--- src/rtl/ich_queue.sv ---
// ich_queue: short register FIFO between the front and back parts.
// No dependencies.
`timescale 1ns / 1ps

module ich_queue #(
  parameter int WIDTH = 8,
  parameter int DEPTH = 4
) (
  input  logic             clk,
  input  logic             rst,
  input  logic             push,
  input  logic [WIDTH-1:0] push_data,
  input  logic             pop,
  output logic [WIDTH-1:0] pop_data,
  output logic             full,
  output logic             not_empty
);

  localparam int PW = (DEPTH > 1) ? $clog2(DEPTH) : 1;
  localparam int CW = $clog2(DEPTH + 1);

  logic [WIDTH-1:0] slots [DEPTH];
  logic [PW-1:0] wr_ptr;
  logic [PW-1:0] rd_ptr;
  logic [CW-1:0] fill;

  assign full = (fill == CW'(DEPTH));
  assign not_empty = (fill != '0);
  assign pop_data = slots[rd_ptr];

  always_ff @(posedge clk) begin
    if (push) begin
      slots[wr_ptr] <= push_data;
    end
  end

  always_ff @(posedge clk) begin
    if (rst) begin
      wr_ptr <= '0;
      rd_ptr <= '0;
      fill <= '0;
    end else begin
      if (push) begin
        wr_ptr <= (wr_ptr == PW'(DEPTH - 1)) ? '0 : wr_ptr + 1'b1;
      end
      if (pop) begin
        rd_ptr <= (rd_ptr == PW'(DEPTH - 1)) ? '0 : rd_ptr + 1'b1;
      end
      case ({push, pop})
        2'b10:   fill <= fill + 1'b1;
        2'b01:   fill <= fill - 1'b1;
        default: fill <= fill;
      endcase
    end
  end

endmodule

--- config.mk ---
export PLATFORM = sky130hd
export DESIGN_NAME = ich_queue
export DESIGN_NICKNAME = d
export VERILOG_FILES = /design/src/rtl/ich_queue.sv
export SDC_FILE = /design/constraint.sdc
export NUM_CORES = 1
export LEC_CHECK = 0
export ABC_AREA = 1
export BUFFER_PORTS_ARGS = -buffer_cell sky130_fd_sc_hd__buf_2
export CAP_MARGIN = 20
export CORE_UTILIZATION = 55
export DETAILED_ROUTE_END_ITERATION = 6
export PLACE_DENSITY = 0.77
export RECOVER_POWER = 50
export SETUP_SLACK_MARGIN = 0.4
export SLEW_MARGIN = 20
export SYNTH_ARGS = -nofsm -noshare
export SYNTH_HDL_FRONTEND = slang
export SYNTH_SLANG_ARGS = --single-unit
export TNS_END_PERCENT = 5
--- constraint.sdc ---
create_clock -name clk -period 1.8 [get_ports clk]
set_clock_uncertainty 0.2 [all_clocks]
set_input_delay 0.27 -clock clk [delete_from_list [all_inputs] [get_ports clk]]
set_output_delay 0.27 -clock clk [all_outputs]
set_load 0.1 [all_outputs]
# Word level (Yosys, flattened, before mapping)

Memory sizes are Yosys's and may differ from the RTL's. A register that Yosys moved wholly into a read port is not among the register bits.
Cells that the tools add are included.

Memories: 1
Register bits after elaboration: 7
Output and inout bits: 10
Bits of input ports: 12
Bits in latches: 0
Bits in read-only memories: 0
Logic and storage cells: 22
Bits in writable memories: 32

Multipliers: 0
Shifts and indexed selects: 0
$lt $le $gt $ge: 0
Bitwise logic cells: 0
Eq/ne operators: 5
Reductions and logical operators: 2
Divide/modulo/power cells: 0
Multiplexer cells: 7
$add $sub $neg: 4

Memories:

| name  | words | bits a word | rd ports | clocked after Yosys merged registers in | wr ports | line | source |
|---|---|---|---|---|---|---|---|
| slots | 4     | 8           | 1        | 1                                       | 1        | 22   | `logic [WIDTH-1:0] slots [DEPTH];` |

Operator list:

| cell                                                                  | number |
|---|---|
| 2-bit two-way mux                                                     | 4 |
| 2-bit equality test, second input constant                            | 3 |
| 3-bit one-hot mux with 2 select lines                                 | 1 |
| 2-bit by 1-bit adder with 2-bit output, second input constant         | 2 |
| 3-bit by 1-bit adder with 3-bit output, second input constant         | 1 |
| 3-bit equality test, second input constant                            | 1 |
| 3-bit nonzero test                                                    | 1 |
| 3-bit by 1-bit subtractor with 3-bit output, second input constant    | 1 |
| 2-bit by 1-bit equality test with 1-bit output, second input constant | 1 |
| 1-bit two-way mux                                                     | 2 |
| 2-bit nonzero test                                                    | 1 |

# Logic depth before layout (Yosys ltp)

Word-level depth: 4
Depth in mapped cells: 8
Gate-level depth less buffers: 8

# Least setup slack after synthesis

No wires, ideal clock.

Path kind: flip-flop to output port
From: register fill[0]
To: output full
Path buffers: 0
Required time: 1330 ps
Stages on the path, launching flop included: 2
Slack: -1088 ps
Arrival: 2418 ps
Path through: dfxtp_1 > nor3_1

Cells in the longest elaborated chain, start to end: 1

RTL lines:

| item                   | line | source |
|---|---|---|
| start, declared        | 25   | `logic [CW-1:0] fill;` |
| start signal, assigned | 50   | `2'b10: fill <= fill + 1'b1;` |
| start signal, assigned | 51   | `2'b01: fill <= fill - 1'b1;` |
| start signal, assigned | 52   | `default: fill <= fill;` |
| 3-bit equality test    | 27   | `assign full = (fill == CW'(DEPTH));` |
| end, declared          | 15   | `output logic full,` |

Every way passes these cells.

==> impl_metrics.toml <==
[run_status]
outcome = "finished, violations left"
failed_checks = "hold timing, setup timing"

[yosys]
synth_simple_gate_area_share_pct = 10.0
synth_fa_ha_area_share_pct = 5.72
yosysTopAreaCellShare_pct = 57.8
ys_types = 19
synth_compound_area_share_pct = 9.79
synth.area.mux_share_pct = 0
yosys.area.top_type = "edfxtp_1"
ys_warn_count = 0
syn_area_um2 = 1660
synth_area_leaders = "edfxtp_1 58%, dfxtp_1 11%, nor2_1 5.4%, ha_1 4.5%, o21ai_0 4.5%"
synth.avg_cell_area_um2 = 12.1
syn_nets = 156
seq_area_frac_synth_pct = 68.7
ys_ff_latch = 41
synthXorXnorAreaFrac_pct = 1.05
synth_top_family_by_area = "simple AND/OR/NAND/NOR gates"
synthCells = 137

[detailed_routing]
wl_per_cell_um = 20.2
dr.pass1.iters = 4
post_drt_via_cell_ratio = 5.76
dr_total_vias = 1204
drc = 0
drt-total-wl_um = 4230
drt_iter0_drc = 57
ant_nets = 0

[floorplan]
die_width_um = 57.0
rows = 19
die_h_um = 57.0
design.portCount = 22
core_area_um2 = 2810
die_area_um2 = 3250
start_util_pct = 59.2

[sta]
fin_setup_tns_ns = -0.723
clock.fmax_ghz = 0.523
slew-limit-headroom_pct = 80.5
setup_viol = 8
hold_ws_ns = -0.0142
min_period_over_period_pct = 106
slew_viol_final = 0
rsz0062_at_grt = "yes"
fin_ws_ns = -0.112
final_hold_viol_count = 1
tightest_slew_ns = 0.290
fin_crit_ns = 1.91

[worst_setup_path]
endpoint_kind = "output pin"
cp.required_ns = 1.33
cp-start-kind = "register"
crit_type = "register to output pin"
crit_arrival_ns = 1.44
critPathMaxFanout = 16

[global_routing]
grt-ovfl-total = 0
grt_usage_pct = 25.1
grt_pass1_vias = 1234
antenna_found_initial = 0
grt_start_max_net_pins = 17
grt_pass1_wl_um = 5840

[cells_and_area]
stdcell_area_um2 = 2530
multiInputGateArea_um2 = 763
area_growth_pct = 52.2
drive_gt1_share_pct = 48.9
seqCellArea_um2 = 1160
nets = 196
diodes = 0
finalNonFillerCells = 209
fillers = 114

[clocking]
cts_tree = "built"
cts_buffers = 5
clockBufferDepth = 2
cts.clk_slew.worst_paths_ns = 0.12
clockRootBuffer = "clkbuf_4"
htreeDepth = 2
cts.sinks = 41
worstSkewPairLatency_ns = 0.36

[pwr]
power.leakage_uw = 0.000883
power_density_nw_per_um2 = 971
ir_drop_v = 0.000829

[placement]
placed_area_um2 = 2080
place.gp.congestion = 0.735
dp_hpwl_um = 2260
dp_cells = 189
portBuffers = 21

[job]
maxCapViolCount = 0

[min_path]
hold_class = "input port to register"
[cell families after synthesis]
family                     Yosys count
and+or+nand+nor                     41
DFF                                 41
AOI/OAI and AO/OA                   29
buffers and inverters               17
adders and majority gates            7
xor gates and xnor gates             2
[cell usage after synthesis]
cell type / instances
nand4_1: 1
dfxtp_1: 9
nand2_1: 11
nor3_1: 2
ha_1: 6
inv_1: 14
xnor2_1: 1
xor2_1: 1
o22ai_1: 8
o21ai_1: 2
o21ai_0: 15
inv_2: 1
o21ai_2: 2
nor2_2: 3
nor2_1: 24
buf_6: 2
edfxtp_1: 32
a21oi_1: 2
fa_1: 1
[stage by stage]
step           power [uW]  utilization, %  setup WS, ns
3_5_place_dp         1810            74.2         0.106
5_1_grt              2540            90.1        -0.181
4_1_cts              2360            86.0       -0.0461
6_report             2450            90.1        -0.112
2_1_floorplan        1610               -         0.166
3_3_place_gp         1790            74.2         0.159
[critical path: stages (launching register included)]
cell,delay (ns)
dfxtp_4,0.45
inv_8,0.09
o21ai_1,0.23
o22ai_4,0.12
buf_12,0.18
[per-layer routing]
layer | routed length (um) | global-route usage (%) | vias up | part of all wire, %
met3 | 180 | 4.99 | 12 | 4.3
met2 | 2250 | 44.0 | 39 | 53
met1 | 1670 | 30.0 | 594 | 39
li1 | - | - | 559 | -
met5 | 0 | 0 | - | 0
met4 | 128 | 11.5 | 0 | 3.0
[layout by cell type, fill, tap and decap left out, drive strengths merged]
master,netlist,routed
edfxtp,32,32
nor2,27,27
o21ai,19,19
buf,2,17
clkbuf,0,17
inv,15,11
nand2,11,11
dlygate4sd3,0,9
dfxtp,9,9
o22ai,8,8
ha,6,6
clkinvlp,0,4
a21oi,2,2
nor3,2,2
xor2,1,1
xnor2,1,1
nand4,1,1
fa,1,1
[report_power, final]
| group | switching, uW | leakage [uW] | internal (uW) |
|---|---|---|---|
| Sequential | 61.0 | 0.000373 | 1080 |
| Combinational | 517 | 0.000478 | 305 |
| Clock | 296 | 0.0000326 | 193 |
| Total | 874 | 0.000883 | 1580 |
[sequential cells by signal, summed over array words and instances, names as in the netlist, named ones only]
register / count
slots: 32
fill: 3
rd_ptr: 2
wr_ptr: 2
[what timing repair did]
item / 4_1_cts / 5_1_grt
resized for setup: 56 / 25
hold endpoints to repair: 36 / 0
hold buffers: 9 / 0
buffers inserted: 2 / 1
pin swaps: 12 / 17
endpoints found under the setup margin: 44 / 44
[cell type report]
class	instances	share of cell area (%)
inverters	15	3.41
repair buffers	35	16.5
multi-input cells	79	30.2
flip-flops and latches	41	46.1
clock buffers	8	2.33
well taps	31	1.53
[final timing paths]
kind                            depth (start not counted)     start          end  slack [ns]
worst max register to register                          6   fill[1]      fill[2]        0.37
worst min-delay path                                    3      push    wr_ptr[1]       -0.01
worst max-delay path                                    4  register  pop_data[1]       -0.11
worst min register to register                          2   fill[2]      fill[2]        0.31
Note: power is estimated with default switching activity, not from simulation.
