**config.mk**
```make
export PLATFORM = sky130hd
export DESIGN_NAME = ich_front
export DESIGN_NICKNAME = d
export VERILOG_FILES = /design/src/rtl/ich_pkg.sv /design/src/rtl/ich_front.sv
export SDC_FILE = /design/constraint.sdc
export NUM_CORES = 1
export LEC_CHECK = 0
export BUFFER_PORTS_ARGS = -buffer_cell sky130_fd_sc_hd__buf_2
export CELL_PAD_IN_SITES_DETAIL_PLACEMENT = 0
export CELL_PAD_IN_SITES_GLOBAL_PLACEMENT = 1
export CORE_MARGIN = 10
export CORE_UTILIZATION = 42
export CTS_CLUSTER_DIAMETER = 200
export CTS_CLUSTER_SIZE = 16
export DETAILED_ROUTE_END_ITERATION = 7
export GPL_ROUTABILITY_DRIVEN = 0
export PLACE_DENSITY_LB_ADDON = 0.1
export REMOVE_ABC_BUFFERS = 1
export SETUP_SLACK_MARGIN = 0.15
export SLEW_MARGIN = 20
export SYNTH_ARGS = -nofsm -noshare
export SYNTH_HDL_FRONTEND = slang
export SYNTH_SLANG_ARGS = --single-unit
```
**constraint.sdc**
```tcl
create_clock -name clk -period 5.3 [get_ports clk]
set_input_delay 0 -clock clk [delete_from_list [all_inputs] [get_ports clk]]
set_output_delay 0 -clock clk [all_outputs]
set_load 0.03 [all_outputs]
```
**src/rtl/ich_pkg.sv**
```systemverilog
// ich_pkg: shared types, codes and default constants for the item class
// support histogram. No dependencies; used by the core, ich_front and ich_back.
`timescale 1ns / 1ps

package ich_pkg;

  localparam int ITEM_IDS_DEF = 4096;
  localparam int CLASSES_DEF = 4;
  localparam int QUEUE_DEPTH = 4;

  localparam int ITEM_W = 12;
  localparam int CFG_W = 3;
  localparam int COUNT_W = 32;
  localparam int LEN_W = 16;
  localparam int BOUND_W = 13;

  localparam logic [CFG_W-1:0] NUM_CLASSES_RESET = 3'd2;
  localparam logic [COUNT_W-1:0] COUNT_MAX = '1;
  localparam logic [LEN_W-1:0] LEN_MAX = '1;

  typedef enum logic [1:0] {
    ERR_OK = 2'd0,
    ERR_ITEM = 2'd1,
    ERR_CLASS = 2'd2
  } err_t;

  typedef enum logic [1:0] {
    BK_CLEAR,
    BK_FETCH,
    BK_UPDATE
  } back_state_t;

  // Everything the back part needs besides the counter address.
  typedef struct packed {
    logic is_data;
    err_t err;
    logic [COUNT_W-1:0] trans;
    logic [LEN_W-1:0] len_bound;
    logic [BOUND_W-1:0] item_bound;
  } result_t;

endpackage

```
**src/rtl/ich_front.sv**
```systemverilog
// ich_front: accepts requests, checks them, keeps the transaction state and
// the class count register, and forms queue entries. Depends on ich_pkg.
`timescale 1ns / 1ps

module ich_front #(
  parameter int ITEM_IDS = ich_pkg::ITEM_IDS_DEF,
  parameter int CLASSES = ich_pkg::CLASSES_DEF,
  parameter int AW = 14
) (
  input  logic                       clk,
  input  logic                       rst,
  input  logic                       cfg_we,
  input  logic [ich_pkg::CFG_W-1:0]  cfg_data,
  input  logic                       in_valid,
  output logic                       in_stall,
  input  logic                       kind,
  input  logic [ich_pkg::ITEM_W-1:0] item_id,
  input  logic                       starts_transaction,
  input  logic [1:0]                 query_class,
  input  logic                       clearing,
  input  logic                       q_full,
  output logic                       push,
  output ich_pkg::result_t           push_res,
  output logic [AW-1:0]              push_addr
);

  localparam int CW = (CLASSES > 1) ? $clog2(CLASSES) : 1;
  localparam logic [16:0] ItemLimit = 17'(ITEM_IDS);

  logic [ich_pkg::CFG_W-1:0] num_classes;
  logic [ich_pkg::CFG_W-1:0] ncls;
  logic [ich_pkg::ITEM_W-1:0] current_class, current_class_next;
  logic [ich_pkg::LEN_W-1:0] current_length, current_length_next;
  logic [ich_pkg::COUNT_W-1:0] transactions_seen, transactions_seen_next;
  logic [ich_pkg::LEN_W-1:0] longest_length, longest_length_next;
  logic [ich_pkg::ITEM_W-1:0] largest_item, largest_item_next;

  logic accept;
  logic item_bad;
  logic data_cls_bad;
  logic qry_cls_bad;
  logic upd;
  ich_pkg::err_t err;
  logic [ich_pkg::ITEM_W-1:0] cls_eff;
  logic [ich_pkg::ITEM_W-1:0] cls_sel;
  logic [ich_pkg::LEN_W-1:0] len_base;
  logic [ich_pkg::LEN_W-1:0] len_inc;

  assign in_stall = q_full || clearing;
  assign accept = in_valid && !in_stall;
  assign push = accept;

  assign ncls = (int'(num_classes) > CLASSES) ? ich_pkg::CFG_W'(CLASSES) : num_classes;

  // An opening item relabels the transaction before it is checked itself.
  assign cls_eff = starts_transaction ? item_id : current_class;
  assign len_base = starts_transaction ? '0 : current_length;
  assign len_inc = (len_base == ich_pkg::LEN_MAX) ? len_base : len_base + 1'b1;

  assign item_bad = ({5'b0, item_id} >= ItemLimit);
  assign data_cls_bad = (cls_eff >= {9'b0, ncls});
  assign qry_cls_bad = ({1'b0, query_class} >= ncls);

  always_comb begin
    if (item_bad) begin
      err = ich_pkg::ERR_ITEM;
    end else if (kind ? qry_cls_bad : data_cls_bad) begin
      err = ich_pkg::ERR_CLASS;
    end else begin
      err = ich_pkg::ERR_OK;
    end
  end

  assign upd = accept && !kind && (err == ich_pkg::ERR_OK);

  always_comb begin
    current_class_next = current_class;
    current_length_next = current_length;
    transactions_seen_next = transactions_seen;
    longest_length_next = longest_length;
    largest_item_next = largest_item;
    if (accept && !kind) begin
      current_class_next = cls_eff;
      current_length_next = len_base;
    end
    if (upd) begin
      current_length_next = len_inc;
      if (len_base == '0 && transactions_seen != ich_pkg::COUNT_MAX) begin
        transactions_seen_next = transactions_seen + 1'b1;
      end
      if (len_inc > longest_length) begin
        longest_length_next = len_inc;
      end
      if (item_id > largest_item) begin
        largest_item_next = item_id;
      end
    end
  end

  always_ff @(posedge clk) begin
    if (rst) begin
      num_classes <= ich_pkg::NUM_CLASSES_RESET;
      current_class <= '0;
      current_length <= '0;
      transactions_seen <= '0;
      longest_length <= '0;
      largest_item <= '0;
    end else begin
      if (cfg_we) begin
        num_classes <= cfg_data;
      end
      current_class <= current_class_next;
      current_length <= current_length_next;
      transactions_seen <= transactions_seen_next;
      longest_length <= longest_length_next;
      largest_item <= largest_item_next;
    end
  end

  // Counter address; only meaningful when the request passed its checks.
  assign cls_sel = kind ? {10'b0, query_class} : cls_eff;
  assign push_addr = AW'(AW'(item_id) * AW'(CLASSES)) + AW'(cls_sel[CW-1:0]);

  always_comb begin
    push_res.is_data = !kind;
    push_res.err = err;
    push_res.trans = transactions_seen_next;
    push_res.len_bound = (longest_length_next == ich_pkg::LEN_MAX) ?
                         ich_pkg::LEN_MAX : longest_length_next + 1'b1;
    push_res.item_bound = {1'b0, largest_item_next} + 1'b1;
  end

endmodule

```
# --- Word-level counts from Yosys, hierarchy flattened ---
# Cells that the tools add are included.
classes:
  n_addsub: 5
  mul: 0
  n_div: 0
  order_cmp: 5
  n_eq_ne: 3
  n_shift: 0
  muxes: 16
  bitwise: 0
  reduce_logical: 10
op_table:
  columns: ["op", "n"]
  rows:
  - ["$mux W16", 7]
  - ["$mux W32", 2]
  - ["$mux W12", 3]
  - ["$add A16 B1 Y16 const B", 2]
  - ["$add A32 B1 Y32 const B", 1]
  - ["$eq A16 B16 Y1 const B", 2]
  - ["$ne A32 B32 Y1 const B", 1]
  - ["$gt A16 B16 Y1", 1]
  - ["$logic_not A16 Y1", 1]
  - ["$add A14 B2 Y14", 1]
  - ["$add A12 B1 Y13 const B", 1]
  - ["$ge A12 B3 Y1", 1]
  - ["$gt A12 B12 Y1", 1]
  - ["$logic_and A1 B1 Y1", 4]
  - ["$mux W2", 2]
  - ["$ge A2 B3 Y1", 1]
  - ["$gt A3 B3 Y1 const B", 1]
  - ["$mux W3", 1]
  - ["$logic_not A1 Y1", 2]
  - ["$logic_not A2 Y1", 1]
  - ["$reduce_bool A2 Y1", 1]
  - ["$logic_or A1 B1 Y1", 1]
  - ["$mux W1", 1]
word_totals:
  reg_bits: 91
  latch_bits: 0
  ram_bits: 0
  mem_bits_ro: 0
  inputBits: 25
  out_inout_bits: 80
  elab_cells: 45
  n_memories: 0

# --- Depth between registers and ports, before layout ---
# Gate-level depths: netlist of run 1.
logic_depth:
  depth_word: 10
  ltp_mapped: 24
  mapped_depth_nobuf: 18

# --- Worst setup path after synthesis of run 1 ---
# No wires, ideal clock.
synth_path:
  path_type: "input -> output"
  startpoint: "in starts_transaction"
  endpoint: "out push_res[12] (netlist bit)"
  arrival_ns: 5.227
  required_ns: 5.300
  setup_slack_ns: 0.073
  cell_stages: 21
  n_path_buf: 5
  cell_sequence: "clkbuf_1 -> clkbuf_1 -> buf_1 -> mux2_2 -> ha_1 -> or4_1 -> or4_4 -> and2_1 -> nor4_1 -> o211a_2 -> buf_4 -> buf_6 -> mux2i_1 -> inv_1 -> ha_1 -> nand2_1 -> nor2_1 -> nand2_1 -> inv_1 -> mux2i_1 -> nor4_1"
synth_lines:
  columns: ["item", "line_no", "source"]
  rows:
  - ["from (decl)", "ich_front.sv:18", "input logic starts_transaction,"]
  - ["to (decl)", "ich_front.sv:23", "output ich_pkg::result_t push_res,"]

==> results of run 1 <==
## worst max-delay path: stages (launching register included)
cell,delay [ns]
dfxtp_1,0.35
nor2b_2,0.27
ha_4,0.21
nand4_1,0.15
nor2_1,0.13
buf_4,0.17
nand3_2,0.18
nand4_1,0.24
xnor2_1,0.13
ha_1,0.30
nand4_1,0.18
or4_1,0.59
a21oi_2,0.21
o31ai_4,0.14
buf_4,0.21
o21a_1,0.25
or4_1,0.51
nand3_1,0.09
buf_2,0.19
## logic make-up after synthesis
family	count (synthesis)
AO/OA/AOI/OAI	133
buffers and inverters	95
flip-flops	91
XOR/XNOR	56
adder cells (fa/ha/maj)	36
AND/OR/NAND/NOR	355
other	1
multiplexers	31
## metal layers
layer  routed length, um  GRT usage
met1                8340      0.222
met2                7950      0.278
met3                 901     0.0377
met4                 436     0.0635
met5                  20          0
## repair_timing
action / CTS / global route
setup buffers: 1 / 6
hold endpoints to repair: 8 / 0
gates resized for setup: 3 / 8
endpoints found under the setup margin: 15 / 16
pin swaps: 1 / 4
hold buffers: 10 / 0
gates cloned: 0 / 0
## area by class of cell
class                      instances  area [um^2]
inverter                          43          161
clock buffer                       9          225
clock inverter                     7         82.6
multi-input combinational        612         4100
sequential                        91         1820
fill                            1414         7200
tap                              184          230
timing repair buffer             141          826
## power groups by stage
stage | clock (mW) | combinational (mW) | sequential (mW)
3_3_place_gp | 0 | 0.131 | 0.705
4_1_cts | 0.696 | 0.140 | 0.689
3_5_place_dp | 0 | 0.133 | 0.706
5_1_grt | 0.721 | 0.155 | 0.690
2_1_floorplan | 0 | 0.0600 | 0.705
6_report | 0.679 | 0.140 | 0.690
## path summary, 6_finish.rpt
check / endpoint / slack, ns / cells past startpoint
max: push_res[21] / 0.45 / 18
min: current_class[4] / 0.007 / 3
max reg2reg: longest_length[9] / 1.16 / 17
min reg2reg: current_class[11] / 0.46 / 2
## stage by stage
step	power, mW	area [um^2]	utilization
2_1_floorplan	0.765	6030	-
3_3_place_gp	0.836	6950	0.474
3_5_place_dp	0.838	6950	0.474
4_1_cts	1.53	7370	0.503
5_1_grt	1.57	7450	0.508
6_report	1.51	7450	0.508
## cell usage after synthesis (13+ instances only)
cell type  count
xor2_1        13
nor3_1        21
a21oi_1       44
o21ai_0       18
ha_1          36
nand4_1       18
xnor2_1       43
inv_1         42
clkbuf_1      23
nor2b_1       49
nand2_1       55
nor4_1        13
and3_1        15
dfxtp_1       91
buf_4         16
a22oi_1       17
nor2_1        82
mux2i_1       20
nand3_1       52
## flip-flops by register name, summed over array words and instances (netlist names)
name,cells
current_length,16
longest_length,16
largest_item,12
num_classes,3
current_class,12
transactions_seen,32
==> results.toml, run 1 <==
[critical_path]
r2r_start = "current_length[0]"
cp-start-kind = "flip-flop"
setup.worst_path.end_class = "primary output"
critPathLaunch = "current_length[0]"
arrival_ns = 4.85
path_class = "reg2out"
required_ns = 5.30
worstPathMaxFanout = 7

[placement]
pre_cts_ws_ns = 0.155
dp_cells = 1054
hpwl_mm = 13.5
portBuffers = 103

[floorplan]
start_util = 0.431
die_width_um = 143
dieArea_mm2 = 0.0203
rows = 44
coreArea_mm2 = 0.0146
fp.dieH_um = 143
ios = 105

[timing]
layout_setup_ws_ns = 0.445
drv_slew = 0
rsz0062_at_grt = "no"
hold_viol = 0
slew-limit-headroom = 0.334
totalNegativeSetupSlack_ns = 0
finalSetupViolations = 0
whs_ns = 0.00662
fin_skew_ns = 0.0108
min_period_over_period = 0.916
finalCriticalPeriod_ns = 4.85
worstMarginPinSlew_ns = 0.996
fmax_mhz = 206

[worst_hold_path]
min_path_type = "in2reg"
hp-start = "item_id[4]"

[cells_and_area]
drive_above_1_share = 0.205
layout.nets = 959
area_delta_synth_final_pct = 18.0
n_antenna_cell = 0
instances_no_fill = 1087
mostFrequentLayoutCells = "buf_2 (103), dfxtp_1 (90), nor2_1 (81), nand2_1 (55), nand3_1 (51)"
final_common_cell = "buf_2"

[pwr]
leakagePower_nw = 3.19
pwr-share-clk = 0.450
p_per_area_mw_per_mm2 = 203
p_seq_frac = 0.457
p_int_mw = 1.11
netSwitchingFraction = 0.265
combinationalPowerShare = 0.093
ir_worst_vdd_mv = 0.136
p_switching_uw = 400

[cts]
clk_pin_slew_worst_paths_ns = 0.07
cts_sinks = 91
clk_latency_ns = 0.35
root_buffer = "clkbuf_16"
numCtsBuffers = 9
cts_tree = "yes"
clk_path_buf_depth = 2
cts_htree_levels = 3

[synthesis]
ys_top_cells_by_area = "dfxtp_1 (29%), ha_1 (7.1%), xnor2_1 (6.0%), nor2_1 (4.9%), nor2b_1 (4.9%)"
synth_edf_count = 0
synthAdderAreaFrac = 0.0714
synthCells = 798
synth_top_area_cell = "dfxtp_1"
ys_warn_count = 0
avgSynthCellArea_um2 = 7.91
syn_area_mm2 = 0.00631
ys_seq_area_frac = 0.289
synth_flop_cell = "dfxtp_1"
synthMuxAreaShare = 0.0513
synth-compound-area-share = 0.142
synth_xor_area_frac = 0.0777
ys_ff_latch = 91
synth_cell_type_count = 71
synthArstFlopShare = 0
synth_top_area_frac = 0.289
synth_top_family_by_area = "simple AND/OR/NAND/NOR gates"
synthSimpleGateAreaFrac = 0.298

[route]
drc = 0
routed_via_density = 5.53
wl_mm = 17.6
first_pass_iters = 5
vias = 6009
wl_per_cell_um = 16.2
ant_nets = 0
drt_first_iter_violations = 398

[global_routing]
track_usage = 0.173
antenna_found_initial = 1
grt_pass1_vias = 5822
grt_pass1_wl_mm = 29.1
grt_overflow = 0
grt_max_degree = 92

[run]
max-cap-violations = 0

[status]
outcome = "finished, final reports clean"
Power figures use the tool's default switching activity.
==> inputs of run 2 (changes only) <==
--- a/config.mk
+++ b/config.mk
@@ -15,7 +15,6 @@
 export DETAILED_ROUTE_END_ITERATION = 7
 export GPL_ROUTABILITY_DRIVEN = 0
 export PLACE_DENSITY_LB_ADDON = 0.1
-export REMOVE_ABC_BUFFERS = 1
 export SETUP_SLACK_MARGIN = 0.15
 export SLEW_MARGIN = 20
 export SYNTH_ARGS = -nofsm -noshare
==> constraint.sdc (replaced) <==
create_clock -name clk -period 4.9 [get_ports clk]
set_input_delay 0 -clock clk [delete_from_list [all_inputs] [get_ports clk]]
set_output_delay 0 -clock clk [all_outputs]
set_load 0.03 [all_outputs]
==> run 2 against run 1 <==
  * Count of clock-buffer cells in the layout increased by 1
  * Final area increased by 4.2%
  * Flip-flop and latch count unchanged
  * Critical path depth decreased by 1
  * Clock skew decreased by 0.0025 ns
  * Routed wire length increased by 7.1%
==> results.toml, run 2 (same netlist as run 1, synthesis figures left out) <==
[cells_and_area]
largest_register_ffs = 32
fillers = 1403
final_cell_area_mm2 = 0.00776
regMostFlops = "transactions_seen"
reg_top3 = "transactions_seen (32), current_length (16), longest_length (16)"
final_common_cell = "buf_2"
drive_above_1_share = 0.249
layout.nets = 973
finish.utilization = 0.530
mostFrequentLayoutCells = "buf_2 (96), dfxtp_1 (87), nor2_1 (80), nand2_1 (55)"
area_delta_synth_final_pct = 23.0

[critical_path]
arrival_ns = 4.58
worstPathMaxFanout = 9
setup.worst_path.end_class = "primary output"
required_ns = 4.90
path_class = "reg2out"
cp-start-kind = "flip-flop"

[synthesis]
syn-num-nets = 859

[floorplan]
coreArea_mm2 = 0.0146
ios = 105
rows = 44
fp.dieH_um = 143
die_width_um = 143
start_util = 0.431
dieArea_mm2 = 0.0203

[pwr]
pwr-share-clk = 0.443
p_seq_frac = 0.462
combinationalPowerShare = 0.096
leakagePower_nw = 3.29
netSwitchingFraction = 0.255
ir_worst_vdd_mv = 0.157
p_int_mw = 1.20
p_switching_uw = 412
p_per_area_mw_per_mm2 = 208

[route]
first_pass_iters = 5
wl_per_cell_um = 17.1
routed_via_density = 5.54
vias = 6107
ant_nets = 0
drc = 0
wl_mm = 18.9
drt_first_iter_violations = 404

[global_routing]
grt_pass1_vias = 5985
grt_pass1_wl_mm = 30.2
grt_overflow = 0
grt_max_degree = 92
antenna_found_initial = 1
track_usage = 0.182

[cts]
clk_latency_ns = 0.35
clk_pin_slew_worst_paths_ns = 0.06
clk_path_buf_depth = 2
numCtsBuffers = 9
cts_sinks = 91
cts_tree = "yes"
cts_htree_levels = 3
root_buffer = "clkbuf_16"

[placement]
hpwl_mm = 13.9
placed_cell_area_mm2 = 0.00704
portBuffers = 103

[timing]
worstMarginPinSlew_ns = 1.04
min_period_over_period = 0.935
fmax_mhz = 218
fin_skew_ns = 0.00821
slew-limit-headroom = 0.307
drv_slew = 0
finalSetupViolations = 0
rsz0062_at_grt = "no"
totalNegativeSetupSlack_ns = 0
finalCriticalPeriod_ns = 4.58
hold_viol = 0

[status]
outcome = "finished, final reports clean"

[run]
max-cap-violations = 0

[worst_hold_path]
min_path_type = "in2reg"
## run 2: final cells by class
cell class                      count  area, um^2  area share
Clock inverter                      6        65.1     0.00838
Multi-Input combinational cell    613        4250       0.548
Antenna cell                        1        2.50    0.000322
Timing Repair Buffer              154         975       0.126
Tap cell                          184         230      0.0297
Clock buffer                       10         239      0.0308
Inverter                           43         164      0.0211
Sequential cell                    91        1830       0.236
## run 2: final timing paths
path                 startpoint           endpoint  slack [ns]  cells past startpoint
max          current_length[15]       push_res[23]        0.32                     17
max reg2reg  current_length[15]  longest_length[9]        0.94                     12
min reg2reg    current_class[8]   current_class[8]        0.46                      2
min                  item_id[8]   current_class[8]        0.02                      3
## run 2: power by group through the flow
stage	combinational, mW	sequential (mW)	clock [mW]
after floorplan	0.100	0.762	0
after global placement	0.142	0.763	0
after detailed placement	0.144	0.763	0
after CTS	0.153	0.746	0.737
after global routing	0.170	0.745	0.768
final	0.155	0.745	0.714
## run 2: timing repair
action                     in CTS  in global routing
setup endpoints to repair      17                 18
gates cloned                    0                  2
pin swaps                       5                 13
hold buffers                   10                  0
buffers inserted                4                  8
hold endpoints to repair        7                  0
gates resized for setup        13                 53
## run 2: per-stage QoR
| stage | hold WS, ns | total power, mW | setup slack, ns | std cells |
|---|---|---|---|---|
| 2_1_floorplan | 0.0947 | 0.863 | 0.113 | 798 |
| 3_3_place_gp | 0.236 | 0.905 | 0.325 | 1061 |
| 3_5_place_dp | 0.245 | 0.908 | 0.261 | 1061 |
| 4_1_cts | 0.00659 | 1.64 | 0.177 | 1091 |
| 5_1_grt | 0.0272 | 1.68 | 0.0906 | 1101 |
| 6_report | 0.0171 | 1.61 | 0.316 | 1102 |
## run 2: critical path: stages (launching register included)
cell,delay (ns)
dfxtp_1,0.47
nor2b_2,0.32
and4bb_2,0.37
a21oi_1,0.12
a2111oi_2,0.59
ha_1,0.34
nand4_1,0.12
or4_4,0.17
a21oi_4,0.04
o31ai_4,0.45
buf_4,0.22
nand3_2,0.09
o31ai_4,0.08
buf_4,0.20
nand4_1,0.18
buf_6,0.20
o21ai_2,0.05
buf_2,0.20
## run 2: routing by layer
metal  wire, um  part of all wire  vias to the layer above  global-route usage
met5          0                 0                        -                   0
met4        278             0.015                        0              0.0570
met3       1180             0.062                       25              0.0354
met2       8320              0.44                      187               0.284
met1       9120              0.48                     2876               0.245
li1           -                 -                     3019                   -
